## src/rtl/core/scca_pkg.sv

```systemverilog
package scca_pkg;

    localparam int NUM_CLASSES = 9;
    localparam int PAGE_SHIFT  = 12;
    localparam int MIN_SHIFT   = 4;
    localparam int ADDR_W      = 48;
    localparam int SIZE_W      = 32;
    localparam int CLASS_W     = 4;
    localparam int STAT_W      = 2;
    localparam int CFG_W       = 5;
    localparam int LIMIT_RESET = 16;
    localparam int PAGE_BYTES  = 4096;
    localparam int MAX_PAGE_CHUNKS = 256;

    typedef logic [ADDR_W-1:0] t_addr;

    localparam t_addr REGION_TOP = 48'h0016_8000_1000;
    localparam t_addr REGION_BASE [NUM_CLASSES] = '{
        48'h0000_0100_0000, 48'h0002_8000_1000, 48'h0005_0000_1000,
        48'h0007_8000_1000, 48'h000A_0000_1000, 48'h000C_8000_1000,
        48'h000F_0000_1000, 48'h0011_8000_1000, 48'h0014_0000_1000
    };

    localparam logic CMD_ALLOC = 1'b0;
    localparam logic CMD_FREE  = 1'b1;

    localparam logic [STAT_W-1:0] ST_OK        = 2'd0;
    localparam logic [STAT_W-1:0] ST_TOO_LARGE = 2'd1;
    localparam logic [STAT_W-1:0] ST_UNMANAGED = 2'd2;
    localparam logic [STAT_W-1:0] ST_NO_PAGES  = 2'd3;

    typedef struct packed {
        logic load;
        logic decode;
        logic execute;
        logic finish;
    } t_ctrl;

    typedef struct packed {
        logic pop;
    } t_stat;

endpackage

```

## src/rtl/core/scca_ctrl.sv

```systemverilog
module scca_ctrl (
    input  logic            i_clk,
    input  logic            i_rst_n,
    input  logic            start,
    input  scca_pkg::t_stat i_stat,
    output scca_pkg::t_ctrl o_ctrl,
    output logic            busy
);

    localparam logic [1:0] S_IDLE = 2'd0;
    localparam logic [1:0] S_DEC  = 2'd1;
    localparam logic [1:0] S_EXE  = 2'd2;
    localparam logic [1:0] S_POP  = 2'd3;

    logic [1:0] r_state;
    logic [1:0] n_state;

    always_comb begin
        n_state = r_state;
        unique case (r_state)
            S_IDLE: begin
                if (start) n_state = S_DEC;
            end
            S_DEC: n_state = S_EXE;
            S_EXE: begin
                n_state = i_stat.pop ? S_POP : S_IDLE;
            end
            S_POP: n_state = S_IDLE;
            default: n_state = S_IDLE;
        endcase
    end

    always_ff @(posedge i_clk) begin
        if (!i_rst_n) begin
            r_state <= S_IDLE;
        end else begin
            r_state <= n_state;
        end
    end

    assign busy           = (r_state != S_IDLE);
    assign o_ctrl.load    = start && (r_state == S_IDLE);
    assign o_ctrl.decode  = (r_state == S_DEC);
    assign o_ctrl.execute = (r_state == S_EXE);
    assign o_ctrl.finish  = (r_state == S_POP);

endmodule

```

## config.mk

```make
export PLATFORM = sky130hd
export DESIGN_NAME = scca_ctrl
export DESIGN_NICKNAME = d
export VERILOG_FILES = /design/src/rtl/core/scca_pkg.sv /design/src/rtl/core/scca_ctrl.sv
export SDC_FILE = /design/constraint.sdc
export NUM_CORES = 1
export LEC_CHECK = 0
export ABC_AREA = 1
export BUFFER_PORTS_ARGS = -buffer_cell sky130_fd_sc_hd__buf_2
export CAP_MARGIN = 30
export CORE_AREA = 2 2 39 41
export DETAILED_ROUTE_END_ITERATION = 16
export DIE_AREA = 0 0 41 43
export SYNTH_ARGS = -nofsm -noshare
export SYNTH_HDL_FRONTEND = slang
export SYNTH_SLANG_ARGS = --single-unit
```

## constraint.sdc

```tcl
create_clock -name i_clk -period 1.7 [get_ports i_clk]
set_clock_uncertainty 0.05 [all_clocks]
set_input_delay 0.34 -clock i_clk [delete_from_list [all_inputs] [get_ports i_clk]]
set_output_delay 0.34 -clock i_clk [all_outputs]
set_load 0.005 [all_outputs]
```

==> key figures, run 1 <==
Clocking
  • Root Driver: clkbuf_4
  • CTS sink count: 2
  • Setup repair bufs after CTS: 0
  • TritonCTS Buffers: 3
  • Post-CTS resize count: 0
  • Clock tree buffer depth: 2
  • Worst-Skew Late Latency: 0.22 ns
  • H-tree Lvls: 1
  • Clock transition at path regs: 0.03 ns
  • Post-CTS Hold Fix Bufs: 0
  • CTS tree: built

Synthesis
  • Post-synth top area share: 37.2%
  • Mapped cell area: 108 sq um
  • Post-synthesis cell count: 16
  • Area leader, netlist: dfxtp_1
  • Most numerous cell in the Yosys netlist: inv_1
  • Library cells used by synthesis: 7
  • Top cells by area, synth: dfxtp_1 (37%), nand3_2 (19%), inv_1 (14%), nand2_1 (10%), a21oi_1 (9.3%)
  • Syn avg cell area: 6.73 sq um
  • Number of synthesized register bits: 2
  • Yosys warning total: 0
  • Post-synth EDFFs: 0
  • Post-synthesis sequential area ratio: 37.2%
  • Post-synth top cells: inv_1 (4), nand2_1 (3)
  • Synth Flop Type: dfxtp_1
  • Post-synth net total: 20
  • Post-synth ARST share: 0%

Run status
  • Status: finished, final reports clean

Place
  • Post-Place Cell Area: 168 sq um
  • Port Buf Inserts: 8
  • Routability cong.: 0.500
  • Final HPWL DP: 219 um

Final layout
  • Final net count: 33
  • Max FFs per register: 2
  • Layout overhead on the synthesized area: 76.7%
  • Footprint of the multi-input gates: 45.0 sq um
  • Share of layout cells above drive strength 1: 55.6%
  • Filler cells: 162
  • Top Registers: r_state (2)
  • Diode count: 0
  • Sequential cell area: 40.0 sq um
  • Post-route cell area: 190 sq um
  • Register with the most flip-flops: r_state

Setup path
  • Cell depth of the worst flop-to-flop path: 3
  • Kind of critical path: reg2out
  • Setup crit start: r_state[1]$_SDFFE_PN0P_
  • Worst-path cell chain: inv_2, nand3_2, inv_1, buf_2
  • Worst path required time: 1.31 ns
  • CP Launch Type: flop
  • CP endpoint kind: primary output
  • CP top delay family: flip-flops
  • CP max FO: 4
  • Worst path slowest cell: dfxtp_1
  • R2r startpoint: r_state[1]$_SDFFE_PN0P_
  • Worst reg2reg setup slack: 0.95 ns
  • Worst EP arrival: 0.90 ns
  • R2R Path End: r_state[1]$_SDFFE_PN0P_
  • CP Buf/Inv Count: 3
  • CP peak stage delay: 0.37 ns

STA
  • Setup TNS: 0 ns
  • Period utilization: 75.7%
  • RSZ-0062 raised after global routing: false
  • Final Max Slew Viols: 0
  • Fin. Hold Viols: 0
  • Tmin final: 1.29 ns
  • Normalized max-slew margin: 90.7%
  • Final setup violation count: 0
  • Worst-Margin Slew: 0.139 ns
  • Peak Freq: 777 MHz

Pwr
  • Worst VDD drop: 106 uV
  • Pleak: 0.122 nW
  • Power per cell area: 982 mW/mm^2

Routing
  • WL per Instance: 6.37 um
  • Detailed Routing Iterations Pass 1: 1
  • Total number of vias: 128
  • DRT Wirelength: 274 um
  • Post-DRT Antenna Nets: 0
  • Initial DRC count: 0
  • DRC viols: 0
  • Via density: 2.98

Worst hold path
  • HP Start: i_rst_n
  • Min-Delay Path Class: in2reg
  • Hold depth: 3
  • Hold endpoint: r_state[0]$_SDFFE_PN0P_

Job
  • Max Cap Viol: 0

Die
  • Core ar.: 0.00138 sq mm
  • Num ports: 9
  • Die Y: 43 um
  • Die area: 0.00176 sq mm
  • Die W: 41 um
  • Cell Rows: 14
  • Initial Utilization: 7.78%

Global route
  • Grt total ovfl: 0
  • GR Util met2: 3.44%
  • GR Util met3: 3.14%
  • Grt peak-use layer: met4
  • Largest net degree at the start of global routing: 5
  • Number of global-route vias before repair: 101
  • Initial antenna violation count: 0
  • First-pass GRT wire length: 324 um
  • Met1 usage: 2.24%
  • GRT Util Overall: 3.91%
## metrics by stage
step                util, %  instances  power (mW)  hold WS (ns)  setup WS (ns)
floorplan                 -         16      0.0694         0.422          0.790
global placement       12.1         40      0.0832         0.453          0.642
detailed placement     12.1         40      0.0837         0.468          0.636
CTS                    13.7         43       0.195         0.304          0.395
global route           13.7         43       0.204         0.321          0.358
finish                 13.7         43       0.187         0.308          0.413
## worst register-to-register path, stage by stage (launching register included)
cell and delay (ns):
dfxtp_1 0.37, inv_2 0.07, nand2_1 0.08, a21oi_1 0.07
## layout by cell type (no fill, tap or decap), drive strengths merged
cell type,Yosys,final
buf,0,8
dfxtp,2,2
nand3,2,2
a21oi,2,2
clkbuf,0,3
nand2,3,3
inv,6,6
nor2,1,1
## per-layer routing
metal | wire length, um | share of wire [%]
met1 | 109 | 40
met2 | 141 | 51
met5 | 0 | 0
met3 | 24 | 8.8
met4 | 0 | 0
## kinds of logic (layout without fill, tap and decap cells)
group                  after synthesis  in the layout  synth area share [%]
AND/OR/NAND/NOR                      6              6                  32.6
buffers and inverters                6             17                  20.9
AO/OA/AOI/OAI                        2              2                  9.30
flip-flops                           2              2                  37.2
## final cells by class
cell class / instances / area share [%]
flip-flops and latches: 2 / 21.1
multi-input cells: 8 / 23.7
inverters: 6 / 11.8
well taps: 16 / 10.5
clock buffers: 3 / 11.8
repair buffers: 8 / 21.1
## report_power, final
| group | total [mW] | internal [mW] | switching [mW] |
|---|---|---|---|
| clock | 0.104 | 0.0778 | 0.0265 |
| sequential | 0.0544 | 0.0508 | 0.00356 |
| combinational | 0.0280 | 0.0136 | 0.0143 |
| total | 0.187 | 0.142 | 0.0444 |
## worst max path at each step
stage	endpoint	slack (ns)	depth (start not counted)
CTS	o_ctrl[3]	0.40	4
floorplan	o_ctrl[3]	0.79	3
finish	o_ctrl[3]	0.41	4
detailed placement	o_ctrl[3]	0.64	4
global placement	o_ctrl[3]	0.64	4
global route	o_ctrl[3]	0.36	4
Power figures use the tool's default switching activity.
==> run 2: changes to the inputs <==
clock period = 1.3 ns   (was 1.7 ns; I/O delays follow)
==> key figures, run 2 (synthesized netlist as in run 1, its figures left out) <==
Clocking
  • Post-CTS resize count: 0
  • Clock transition at path regs: 0.03 ns
  • Post-CTS Hold Fix Bufs: 0
  • Root Driver: clkbuf_4
  • CTS tree: built
  • H-tree Lvls: 1
  • TritonCTS Buffers: 3
  • Worst-Skew Late Latency: 0.22 ns
  • Setup repair bufs after CTS: 0
  • Clock tree buffer depth: 2
  • CTS sink count: 2

Setup path
  • Kind of critical path: reg2out
  • CP top delay family: flip-flops
  • Worst-path cell chain: inv_2, nand2_1, inv_1, buf_2
  • Worst EP arrival: 0.90 ns
  • Worst path slowest cell: dfxtp_1
  • Worst path required time: 0.99 ns
  • CP max FO: 4
  • CP Launch Type: flop
  • CP endpoint kind: primary output
  • CP Buf/Inv Count: 3
  • CP peak stage delay: 0.36 ns

Routing
  • Total number of vias: 129
  • Via density: 3.00
  • DRT Wirelength: 286 um
  • Detailed Routing Iterations Pass 1: 1
  • Initial DRC count: 0
  • WL per Instance: 6.65 um
  • DRC viols: 0
  • Post-DRT Antenna Nets: 0

Worst hold path
  • Min-Delay Path Class: in2reg

Final layout
  • Most common cell after layout, fill and taps aside: buf_2
  • Filler cells: 167
  • Max FFs per register: 2
  • Leading cell types in the layout, fill and taps excluded: buf_2 (8), inv_1 (4), nand2_1 (3), clkbuf_4 (3)
  • Top Registers: r_state (2)
  • Fin cells: 43
  • Register with the most flip-flops: r_state
  • Fin util: 13.7%
  • Diode count: 0
  • Final net count: 33
  • Share of layout cells above drive strength 1: 55.6%
  • Layout overhead on the synthesized area: 76.7%

Die
  • Die Y: 43 um
  • Die area: 0.00176 sq mm
  • Num ports: 9
  • Cell Rows: 14
  • Core ar.: 0.00138 sq mm
  • Die W: 41 um
  • Initial Utilization: 7.78%

STA
  • Period utilization: 93.3%
  • RSZ-0062 raised after global routing: false
  • Worst hold margin: 0.229 ns
  • Fin. Hold Viols: 0
  • Worst-Margin Slew: 0.150 ns
  • Final setup violation count: 0
  • Setup TNS: 0 ns
  • Tmin final: 1.21 ns
  • Peak Freq: 825 MHz
  • Final Max Slew Viols: 0
  • Normalized max-slew margin: 90.0%

Place
  • Placed insts: 40
  • Final HPWL DP: 223 um
  • Routability cong.: 0.503
  • Port Buf Inserts: 8

Job
  • Max Cap Viol: 0

Global route
  • Grt peak-use layer: met4
  • GR Util met3: 3.14%
  • GRT Util Overall: 4.70%
  • GR Util met2: 3.75%
  • First-pass GRT wire length: 427 um
  • Largest net degree at the start of global routing: 5
  • Met1 usage: 4.44%
  • Initial antenna violation count: 0
  • Grt total ovfl: 0
  • Number of global-route vias before repair: 111

Pwr
  • Final Power: 0.247 mW
  • Power per cell area: 1300 mW/mm^2
  • Pleak: 0.122 nW
  • Worst VDD drop: 190 uV

Run status
  • Status: finished, final reports clean
==> run 2: cell type report <==
cell class	instances	area (sq um)	area share [%]
clock buffers	3	22.5	11.8
inverters	6	22.5	11.8
multi-input cells	8	45.0	23.7
flip-flops and latches	2	40.0	21.1
well taps	16	20.0	10.5
repair buffers	8	40.0	21.1
==> run 2: metal layers <==
metal  part of all wire (%)  up-vias
met3                     10        2
met4                    3.1        0
li1                       -       69
met2                     43        8
met5                      0        -
met1                     43       50
==> run 2: worst reg2reg max path: stages (launching register included) <==
cell,delay [ns]
dfxtp_1,0.36
inv_2,0.07
nand2_1,0.08
a21oi_1,0.07
==> run 2: path summary, 6_finish.rpt <==
check                                          endpoint  cells after the start  slack, ns               startpoint
worst max-delay path                          o_ctrl[2]                      4       0.09  r_state[1]$_SDFFE_PN0P_
worst min-delay path            r_state[1]$_SDFFE_PN0P_                      3       0.23                  i_rst_n
worst max register to register  r_state[1]$_SDFFE_PN0P_                      3       0.55  r_state[1]$_SDFFE_PN0P_
worst min register to register  r_state[1]$_SDFFE_PN0P_                      2       0.46  r_state[1]$_SDFFE_PN0P_
==> run 2: power by group <==
group	switching (mW)	total [mW]	internal (mW)
clock network	0.0362	0.138	0.102
registers	0.00485	0.0713	0.0664
logic	0.0195	0.0373	0.0178
==> run 2: through the flow <==
| stage | area (sq um) | worst slack (ns) |
|---|---|---|
| 2_1_floorplan | 108 | 0.470 |
| 3_3_place_gp | 168 | 0.331 |
| 3_5_place_dp | 168 | 0.314 |
| 4_1_cts | 190 | 0.0682 |
| 5_1_grt | 190 | 0.0143 |
| 6_report | 190 | 0.0873 |
